## config.mk

```make
export PLATFORM = sky130hd
export DESIGN_NAME = epoch_seconds_to_calendar
export DESIGN_NICKNAME = d
export VERILOG_FILES = /design/src/sv/ets_pkg.sv /design/src/sv/ets_epoch_sec.sv /design/src/sv/ets_day_split.sv /design/src/sv/ets_tod.sv /design/src/sv/ets_date.sv /design/src/sv/epoch_seconds_to_calendar.sv
export SDC_FILE = /design/constraint.sdc
export NUM_CORES = 2
export LEC_CHECK = 0
export BUFFER_PORTS_ARGS = -buffer_cell sky130_fd_sc_hd__buf_4
export CAP_MARGIN = 20
export CORE_ASPECT_RATIO = 1.4
export CORE_MARGIN = 8
export CORE_UTILIZATION = 45
export DETAILED_ROUTE_END_ITERATION = 10
export GPL_TIMING_DRIVEN = 0
export PLACE_DENSITY = 0.68
export RECOVER_POWER = 50
export SLEW_MARGIN = 0
export SYNTH_ARGS = -nofsm -noshare
export SYNTH_HDL_FRONTEND = slang
export SYNTH_SLANG_ARGS = --single-unit
export TNS_END_PERCENT = 1
```

## constraint.sdc

```tcl
create_clock -name clk -period 28.1 [get_ports clk]
set_input_delay 8.43 -clock clk [delete_from_list [all_inputs] [get_ports clk]]
set_output_delay 8.43 -clock clk [all_outputs]
set_load 0.01 [all_outputs]
```

## src/sv/ets_pkg.sv

```systemverilog
package ets_pkg;

    localparam int STAGES = 11;

    typedef enum logic [1:0] {
        REG_BASE_EPOCH = 2'd0,
        REG_SET_TIME   = 2'd1,
        REG_ZONE       = 2'd2,
        REG_UNUSED     = 2'd3
    } cfg_index_t;

    localparam logic [15:0] ZONE_RESET    = 16'd19800;

    // floor(x / 1000) = ((x >> 3) * MS_RECIP) >> 36 for 32-bit x
    localparam logic [29:0] MS_RECIP      = 30'd549755814;
    // floor(t / 86400) = ((t >> 7) * DAY_RECIP) >> 35 for 32-bit t
    localparam logic [25:0] DAY_RECIP     = 26'd50903317;
    localparam logic [16:0] SEC_PER_DAY   = 17'd86400;

    // day count moved to a 1968-01-01 origin, 2100-02-29 inserted
    localparam logic [15:0] EPOCH_DAY_OFS = 16'd731;
    localparam logic [15:0] SKIP_2100_DAY = 16'd48272;
    localparam logic [16:0] QUAD_RECIP    = 17'd91868;
    localparam logic [10:0] QUAD_DAYS     = 11'd1461;
    localparam logic [11:0] BASE_YEAR     = 12'd1968;

    localparam logic [17:0] MIN_RECIP     = 18'd139811;
    localparam logic [11:0] HOUR_RECIP    = 12'd2185;

    function automatic logic [8:0] month_start(input logic [3:0] idx, input logic leap);
        logic [8:0] base;
        logic [8:0] fix;
        case (idx)
            4'd0:    base = 9'd0;
            4'd1:    base = 9'd31;
            4'd2:    base = 9'd59;
            4'd3:    base = 9'd90;
            4'd4:    base = 9'd120;
            4'd5:    base = 9'd151;
            4'd6:    base = 9'd181;
            4'd7:    base = 9'd212;
            4'd8:    base = 9'd243;
            4'd9:    base = 9'd273;
            4'd10:   base = 9'd304;
            4'd11:   base = 9'd334;
            default: base = 9'd0;
        endcase
        fix = (leap && (idx >= 4'd2)) ? 9'd1 : 9'd0;
        return base + fix;
    endfunction

endpackage

```

## src/sv/ets_epoch_sec.sv

```systemverilog
module ets_epoch_sec
    import ets_pkg::*;
(
    input  logic        clk,
    input  logic        adv,
    input  logic [31:0] now_ms,
    input  logic [31:0] set_time_ms,
    input  logic [31:0] base_epoch_seconds,
    input  logic [15:0] zone_offset_seconds,
    output logic [31:0] t_sec
);

    logic [31:0] diff_reg;
    logic [31:0] diff_next;
    logic [58:0] prod_reg;
    logic [58:0] prod_next;
    logic [31:0] t_reg;
    logic [31:0] t_next;

    always_comb
    begin
        diff_next = now_ms - set_time_ms;
        prod_next = 59'(diff_reg[31:3]) * 59'(MS_RECIP);
        t_next    = base_epoch_seconds + {9'd0, prod_reg[58:36]} + {16'd0, zone_offset_seconds};
    end

    always_ff @(posedge clk)
    begin
        if (adv)
        begin
            diff_reg <= diff_next;
            prod_reg <= prod_next;
            t_reg    <= t_next;
        end
    end

    assign t_sec = t_reg;

endmodule

```

## src/sv/ets_day_split.sv

```systemverilog
module ets_day_split
    import ets_pkg::*;
(
    input  logic        clk,
    input  logic        adv,
    input  logic [31:0] t_sec,
    output logic [16:0] sec_of_day,
    output logic [15:0] day_adj
);

    logic [50:0] dprod_reg;
    logic [50:0] dprod_next;
    logic [16:0] tlo_a_reg;
    logic [16:0] tlo_a_next;
    logic [15:0] days_reg;
    logic [15:0] days_next;
    logic [16:0] dm_reg;
    logic [16:0] dm_next;
    logic [16:0] tlo_b_reg;
    logic [16:0] tlo_b_next;
    logic [16:0] sod_reg;
    logic [16:0] sod_next;
    logic [15:0] dadj_reg;
    logic [15:0] dadj_next;
    logic [32:0] dm_full;
    logic [15:0] dshift;

    always_comb
    begin
        dprod_next = 51'(t_sec[31:7]) * 51'(DAY_RECIP);
        tlo_a_next = t_sec[16:0];

        days_next  = dprod_reg[50:35];
        dm_full    = 33'(days_next) * 33'(SEC_PER_DAY);
        dm_next    = dm_full[16:0];
        tlo_b_next = tlo_a_reg;

        sod_next   = tlo_b_reg - dm_reg;
        dshift     = days_reg + EPOCH_DAY_OFS;
        dadj_next  = (dshift >= SKIP_2100_DAY) ? dshift + 16'd1 : dshift;
    end

    always_ff @(posedge clk)
    begin
        if (adv)
        begin
            dprod_reg <= dprod_next;
            tlo_a_reg <= tlo_a_next;
            days_reg  <= days_next;
            dm_reg    <= dm_next;
            tlo_b_reg <= tlo_b_next;
            sod_reg   <= sod_next;
            dadj_reg  <= dadj_next;
        end
    end

    assign sec_of_day = sod_reg;
    assign day_adj    = dadj_reg;

endmodule

```

## src/sv/ets_tod.sv

```systemverilog
module ets_tod
    import ets_pkg::*;
(
    input  logic        clk,
    input  logic        adv,
    input  logic [16:0] sec_of_day,
    output logic [5:0]  second,
    output logic [5:0]  minute,
    output logic [4:0]  hour
);

    logic [34:0] mprod_reg;
    logic [34:0] mprod_next;
    logic [16:0] sod_a_reg;
    logic [16:0] sod_a_next;
    logic [10:0] mt_a_reg;
    logic [10:0] mt_a_next;
    logic [16:0] sod_b_reg;
    logic [16:0] sod_b_next;
    logic [22:0] hprod_reg;
    logic [22:0] hprod_next;
    logic [10:0] mt_b_reg;
    logic [10:0] mt_b_next;
    logic [5:0]  sec_a_reg;
    logic [5:0]  sec_a_next;
    logic [4:0]  hour_a_reg;
    logic [4:0]  hour_a_next;
    logic [5:0]  min_a_reg;
    logic [5:0]  min_a_next;
    logic [5:0]  sec_b_reg;
    logic [5:0]  sec_b_next;
    logic [5:0]  sec_o_reg;
    logic [5:0]  min_o_reg;
    logic [4:0]  hour_o_reg;
    logic [16:0] msec;
    logic [16:0] sec_full;
    logic [10:0] hmin;
    logic [10:0] min_full;

    always_comb
    begin
        mprod_next  = 35'(sec_of_day) * 35'(MIN_RECIP);
        sod_a_next  = sec_of_day;

        mt_a_next   = mprod_reg[33:23];
        sod_b_next  = sod_a_reg;

        msec        = 17'(mt_a_reg) * 17'd60;
        sec_full    = sod_b_reg - msec;
        sec_a_next  = sec_full[5:0];
        hprod_next  = 23'(mt_a_reg) * 23'(HOUR_RECIP);
        mt_b_next   = mt_a_reg;

        hour_a_next = hprod_reg[21:17];
        hmin        = 11'(hour_a_next) * 11'd60;
        min_full    = mt_b_reg - hmin;
        min_a_next  = min_full[5:0];
        sec_b_next  = sec_a_reg;
    end

    always_ff @(posedge clk)
    begin
        if (adv)
        begin
            mprod_reg  <= mprod_next;
            sod_a_reg  <= sod_a_next;
            mt_a_reg   <= mt_a_next;
            sod_b_reg  <= sod_b_next;
            sec_a_reg  <= sec_a_next;
            hprod_reg  <= hprod_next;
            mt_b_reg   <= mt_b_next;
            hour_a_reg <= hour_a_next;
            min_a_reg  <= min_a_next;
            sec_b_reg  <= sec_b_next;
            sec_o_reg  <= sec_b_reg;
            min_o_reg  <= min_a_reg;
            hour_o_reg <= hour_a_reg;
        end
    end

    assign second = sec_o_reg;
    assign minute = min_o_reg;
    assign hour   = hour_o_reg;

endmodule

```

## src/sv/ets_date.sv

```systemverilog
module ets_date
    import ets_pkg::*;
(
    input  logic        clk,
    input  logic        adv,
    input  logic [15:0] day_adj,
    output logic [4:0]  day_of_month,
    output logic [3:0]  month_number,
    output logic [11:0] year_number
);

    logic [32:0] qprod_reg;
    logic [32:0] qprod_next;
    logic [15:0] d_a_reg;
    logic [15:0] d_a_next;
    logic [5:0]  quad_a_reg;
    logic [5:0]  quad_a_next;
    logic [15:0] d_b_reg;
    logic [15:0] d_b_next;
    logic [10:0] rem_reg;
    logic [10:0] rem_next;
    logic [5:0]  quad_b_reg;
    logic [5:0]  quad_b_next;
    logic [11:0] year_a_reg;
    logic [11:0] year_a_next;
    logic [8:0]  doy_reg;
    logic [8:0]  doy_next;
    logic        leap_reg;
    logic        leap_next;
    logic [11:0] year_o_reg;
    logic [3:0]  month_o_reg;
    logic [3:0]  month_next;
    logic [4:0]  day_o_reg;
    logic [4:0]  day_next;
    logic [15:0] qdays;
    logic [15:0] rem_full;
    logic [1:0]  y4;
    logic [10:0] doy_full;
    logic [3:0]  midx;
    logic [8:0]  dom;

    always_comb
    begin
        qprod_next  = 33'(day_adj) * 33'(QUAD_RECIP);
        d_a_next    = day_adj;

        quad_a_next = qprod_reg[32:27];
        d_b_next    = d_a_reg;

        qdays       = 16'(quad_a_reg) * 16'(QUAD_DAYS);
        rem_full    = d_b_reg - qdays;
        rem_next    = rem_full[10:0];
        quad_b_next = quad_a_reg;

        if (rem_reg >= 11'd1096)
        begin
            y4       = 2'd3;
            doy_full = rem_reg - 11'd1096;
        end
        else if (rem_reg >= 11'd731)
        begin
            y4       = 2'd2;
            doy_full = rem_reg - 11'd731;
        end
        else if (rem_reg >= 11'd366)
        begin
            y4       = 2'd1;
            doy_full = rem_reg - 11'd366;
        end
        else
        begin
            y4       = 2'd0;
            doy_full = rem_reg;
        end
        doy_next    = doy_full[8:0];
        leap_next   = (y4 == 2'd0);
        year_a_next = BASE_YEAR + 12'({quad_b_reg, 2'b00}) + 12'(y4);

        midx = 4'd0;
        for (int i = 1; i < 12; i++)
        begin
            if (doy_reg >= month_start(4'(i), leap_reg))
            begin
                midx = 4'(i);
            end
        end
        dom        = doy_reg - month_start(midx, leap_reg) + 9'd1;
        day_next   = dom[4:0];
        month_next = midx + 4'd1;
    end

    always_ff @(posedge clk)
    begin
        if (adv)
        begin
            qprod_reg   <= qprod_next;
            d_a_reg     <= d_a_next;
            quad_a_reg  <= quad_a_next;
            d_b_reg     <= d_b_next;
            rem_reg     <= rem_next;
            quad_b_reg  <= quad_b_next;
            year_a_reg  <= year_a_next;
            doy_reg     <= doy_next;
            leap_reg    <= leap_next;
            year_o_reg  <= year_a_reg;
            month_o_reg <= month_next;
            day_o_reg   <= day_next;
        end
    end

    assign day_of_month = day_o_reg;
    assign month_number = month_o_reg;
    assign year_number  = year_o_reg;

endmodule

```

## src/sv/epoch_seconds_to_calendar.sv

```systemverilog
// Converts a free-running millisecond count into local calendar time using the
// configured base epoch second, the millisecond count at which it was set and
// a fixed zone offset. Fully pipelined: one transaction may enter every cycle
// while the pipeline is not stalled. The work is a chain of reciprocal
// multiplies (ms to s, s to days, days to 4-year blocks, seconds to minutes
// and hours), each followed by a register. A result not taken stalls the whole
// pipeline; nothing is dropped. Write configuration only while the pipeline is
// empty. Dates cover 1970-01-01 through 2106-02-07.
module epoch_seconds_to_calendar
    import ets_pkg::*;
(
    input  logic        clk,
    input  logic        rst_n,
    input  logic        cfg_wr_en,
    input  logic [1:0]  cfg_index,
    input  logic [31:0] cfg_wdata,
    input  logic        in_valid,
    output logic        in_ready,
    input  logic [31:0] now_ms,
    output logic        out_valid,
    input  logic        out_ready,
    output logic [5:0]  second,
    output logic [5:0]  minute,
    output logic [4:0]  hour,
    output logic [4:0]  day_of_month,
    output logic [3:0]  month_number,
    output logic [11:0] year_number
);

    logic [31:0]       base_reg;
    logic [31:0]       set_ms_reg;
    logic [15:0]       zone_reg;
    logic [STAGES-1:0] vld_reg;
    logic [STAGES-1:0] vld_next;
    logic              adv;
    logic [31:0]       t_sec;
    logic [16:0]       sec_of_day;
    logic [15:0]       day_adj;

    always_ff @(posedge clk or negedge rst_n)
    begin
        if (!rst_n)
        begin
            base_reg   <= '0;
            set_ms_reg <= '0;
            zone_reg   <= ZONE_RESET;
        end
        else if (cfg_wr_en)
        begin
            case (cfg_index_t'(cfg_index))
                REG_BASE_EPOCH: base_reg   <= cfg_wdata;
                REG_SET_TIME:   set_ms_reg <= cfg_wdata;
                REG_ZONE:       zone_reg   <= cfg_wdata[15:0];
                default:        ;
            endcase
        end
    end

    assign adv = !vld_reg[STAGES-1] || out_ready;

    always_comb
    begin
        vld_next = {vld_reg[STAGES-2:0], in_valid};
    end

    always_ff @(posedge clk or negedge rst_n)
    begin
        if (!rst_n)
        begin
            vld_reg <= '0;
        end
        else if (adv)
        begin
            vld_reg <= vld_next;
        end
    end

    assign in_ready  = adv;
    assign out_valid = vld_reg[STAGES-1];

    ets_epoch_sec u_epoch_sec (
        .clk                 (clk),
        .adv                 (adv),
        .now_ms              (now_ms),
        .set_time_ms         (set_ms_reg),
        .base_epoch_seconds  (base_reg),
        .zone_offset_seconds (zone_reg),
        .t_sec               (t_sec)
    );

    ets_day_split u_day_split (
        .clk        (clk),
        .adv        (adv),
        .t_sec      (t_sec),
        .sec_of_day (sec_of_day),
        .day_adj    (day_adj)
    );

    ets_tod u_tod (
        .clk        (clk),
        .adv        (adv),
        .sec_of_day (sec_of_day),
        .second     (second),
        .minute     (minute),
        .hour       (hour)
    );

    ets_date u_date (
        .clk          (clk),
        .adv          (adv),
        .day_adj      (day_adj),
        .day_of_month (day_of_month),
        .month_number (month_number),
        .year_number  (year_number)
    );

endmodule
```

==> results.json <==
{
  "viasPerCell": 5.03,
  "synth_xor_area_share_pct": 3.29,
  "coreArea_um2": 115000,
  "cp-end-kind": "output port",
  "synthMuxAreaShare_pct": 1.97,
  "period_needed_ns": 19.50,
  "synth_top_cell_by_area": "ha_1",
  "slew_violations": 126,
  "syn_inst": 4517,
  "seq_area_frac_synth_pct": 25.8,
  "reg2reg_from": "u_epoch_sec.diff_reg[13]",
  "status": "finished, violations left",
  "clkTransAtPathRegs_ns": 0.06,
  "dieArea_um2": 127000,
  "cp_top_family": "buffers and inverters",
  "crit_type": "in2out",
  "avgSynthCellArea_um2": 11.5,
  "worst-endpoint-required_ns": 19.67,
  "crit_chain": "clkbuf_4 > nand2b_1 > clkbuf_1 > clkbuf_1 > buf_12 > buf_4",
  "violations": "capacitance limit, slew limit",
  "synthAdderAreaFrac_pct": 50.6,
  "fmax_mhz": 51.3,
  "drc_errors": 0,
  "cts_resized": 0,
  "clockRootBuffer": "clkbuf_16",
  "slowest_delay_ns": 1.55,
  "hp-class": "reg2reg",
  "antenna_found_initial": 0,
  "wl_per_cell_um": 17.0,
  "cts_inserted_buffers": 53,
  "grt_setup_unrepaired": "false",
  "ioPinCount": 111,
  "synth_compound_area_share_pct": 5.75,
  "synth_top_family_by_area": "adder cells",
  "final-seq-area_um2": 13400,
  "cts_tree": "built",
  "start_util_pct": 45.3,
  "final_core_util_pct": 49.2,
  "numPortBuffers": 110,
  "max_slew_margin_pct": -75.7,
  "ys.flop_type": "edfxtp_1",
  "wl_mm": 106,
  "drv_cap": 3,
  "area_delta_synth_final_pct": 8.72,
  "setup_tns_ns": 0,
  "drt-initial-drc-count": 981,
  "drt_pass1_iterations": 6,
  "ys_types": 90,
  "period_share_pct": 69.4,
  "cp-start-kind": "input port",
  "die_h_um": 418,
  "syn_nets": 6308,
  "overflow": 0,
  "gp_congestion": 0.885,
  "hold_viol": 0,
  "synth_edf_count": 369,
  "grt_use_total_pct": 17.3,
  "worstMarginPinSlew_ns": 2.64,
  "critPathMaxFanout": 38,
  "fin_cells": 6228,
  "synthArstFlopShare_pct": 19.8,
  "grt_pass1_wl_mm": 175,
  "hold_buffers": 0,
  "syn_area_um2": 51900,
  "die_w_um": 303,
  "fin_nets": 6485,
  "first_global_vias": 34870,
  "clk_path_buf_depth": 3,
  "ys_ff_latch": 460,
  "rows": 147,
  "synth_area_leaders": "ha_1 26%, fa_1 24%, edfxtp_1 21%, inv_1 8.6%, dfrtp_1 4.1%",
  "num_antenna_cells": 0,
  "antenna_left": 0,
  "final_layout_size_suffix_gt1_share_pct": 6.84,
  "cpMaxStageDelayCell": "clkbuf_1",
  "postCtsSetupBuffers": 0,
  "dp_cells": 6129,
  "path_buf_inv": 5,
  "dp_hpwl_mm": 89.8,
  "setup_viol": 0,
  "n_fill_cell": 10171,
  "cp.arrival_ns": 11.07,
  "htreeDepth": 2,
  "clk_latency_ns": 0.62,
  "grt_max_degree": 48,
  "synth_simple_gate_area_share_pct": 3.77,
  "crit_top_cell": "clkbuf_1",
  "yosys.area.top_type_share_pct": 26.3,
  "ys_warn_count": 0,
  "multi_input_area_um2": 33800,
  "hold_path.startpoint": "u_day_split.dprod_reg[45]",
  "cts_sinks": 460,
  "fin_skew_ns": 0.0271,
  "via_count": 31348,
  "crit_start": "out_ready"
}
==> logic make-up (layout without fill, tap and decap cells) <==
logic type / Yosys count / after routing
flops: 460 / 460
compound gates: 450 / 450
simple gates: 391 / 391
mux: 91 / 91
fa+ha+maj: 1720 / 1720
buf+inv: 1210 / 1431
xor+xnor: 195 / 195
==> final timing paths <==
| kind | cells after the start | slack (ns) | to |
|---|---|---|---|
| hold reg to reg | 0 | 0.40 | u_day_split.days_reg[10] |
| min in group asynchronous | 1 | 8.55 | set_ms_reg[20] |
| hold / removal | 0 | 0.40 | u_day_split.days_reg[10] |
| setup / recovery | 6 | 8.60 | in_ready |
| max in group asynchronous | 2 | 16.10 | base_reg[26] |
| setup reg to reg | 24 | 18.83 | u_epoch_sec.prod_reg[58] |
==> worst register-to-register path, stage by stage, from the launching register on <==
cell and delay, ns:
edfxtp_1 1.00, ha_1 0.43, fa_1 0.48, fa_1 0.55
inv_1 0.05, fa_1 0.49, inv_1 0.05, fa_1 0.52
fa_1 0.44, fa_1 0.54, inv_1 0.05, fa_1 0.50
inv_1 0.04, ha_1 0.32, o21a_1 0.20, o21a_1 0.16
o311ai_0 0.46, a31o_1 0.28, a211oi_1 0.16, nor2_1 0.24
o31ai_1 0.22, a221oi_1 1.01, o21ai_0 0.29, o31a_1 0.31
or2_1 0.21
==> placed cells by master (no fill, tap or decap), types with 7 or more instances in the layout <==
cell / instances
a211oi_1: 15
a21boi_0: 9
a21o_1: 65
a21oi_1: 140
a31oi_1: 19
and3_1: 12
buf_12: 8
buf_4: 108
clkbuf_1: 33
clkbuf_16: 55
clkinv_2: 11
dfrtp_1: 84
dfstp_2: 7
edfxtp_1: 369
fa_1: 631
ha_1: 1089
inv_1: 1184
mux2_2: 89
nand2_1: 85
nand2b_1: 21
nand3_1: 40
nand4_1: 23
nor2_1: 110
nor2b_1: 24
nor3_1: 29
o211ai_1: 10
o21a_1: 27
o21ai_0: 73
o21bai_1: 21
o31ai_1: 8
or2_2: 7
or3_1: 8
xnor2_1: 141
xor2_1: 54
==> area by class of cell <==
cell class	count	share of cell area, %
Timing Repair Buffer	122	1.76
Clock buffer	70	2.63
Sequential cell	460	23.7
Multi-Input combinational cell	2847	60.0
Inverter	1184	7.88
Tap cell	1490	3.31
Clock inverter	29	0.544
Buffer	26	0.193
==> synth_stat cells (8+ instances only) <==
library cell / n
o211ai_1: 10
nand3_1: 40
a211oi_1: 13
o21a_1: 27
nor2_1: 108
o21bai_1: 21
nand4_1: 23
o21ai_0: 63
ha_1: 1089
clkbuf_1: 15
dfrtp_1: 84
nand2_1: 85
or3_1: 8
a31oi_1: 19
xor2_1: 54
inv_1: 1183
nand2b_1: 20
a21boi_0: 8
xnor2_1: 141
o21ai_1: 14
a21o_1: 65
mux2_2: 89
a21oi_1: 139
and3_1: 11
fa_1: 631
edfxtp_1: 369
nor3_1: 28
nor2b_1: 24
==> layer usage <==
| metal | vias up | track usage [%] | wire length [um] |
|---|---|---|---|
| met2 | 476 | 34.0 | 58200 |
| met3 | 192 | 1.86 | 3050 |
| met5 | - | 0 | 0 |
| met4 | 0 | 5.10 | 3760 |
| li1 | 15096 | - | - |
| met1 | 15584 | 19.4 | 41100 |
==> per-stage QoR <==
step / area [um^2] / setup slack, ns / hold slack [ns]
6_report: 56400 / 8.60 / 0.397
5_1_grt: 56400 / 8.38 / 0.401
4_1_cts: 56600 / 10.05 / 0.391
3_5_place_dp: 54800 / 10.05 / 0.405
3_3_place_gp: 54500 / -4.45 / 0.400
2_1_floorplan: 51900 / 0.855 / 0.400
Power is left out: the tool's default activity adds up to more than one toggle a clock period on the data nets, which glitch-free logic cannot reach.
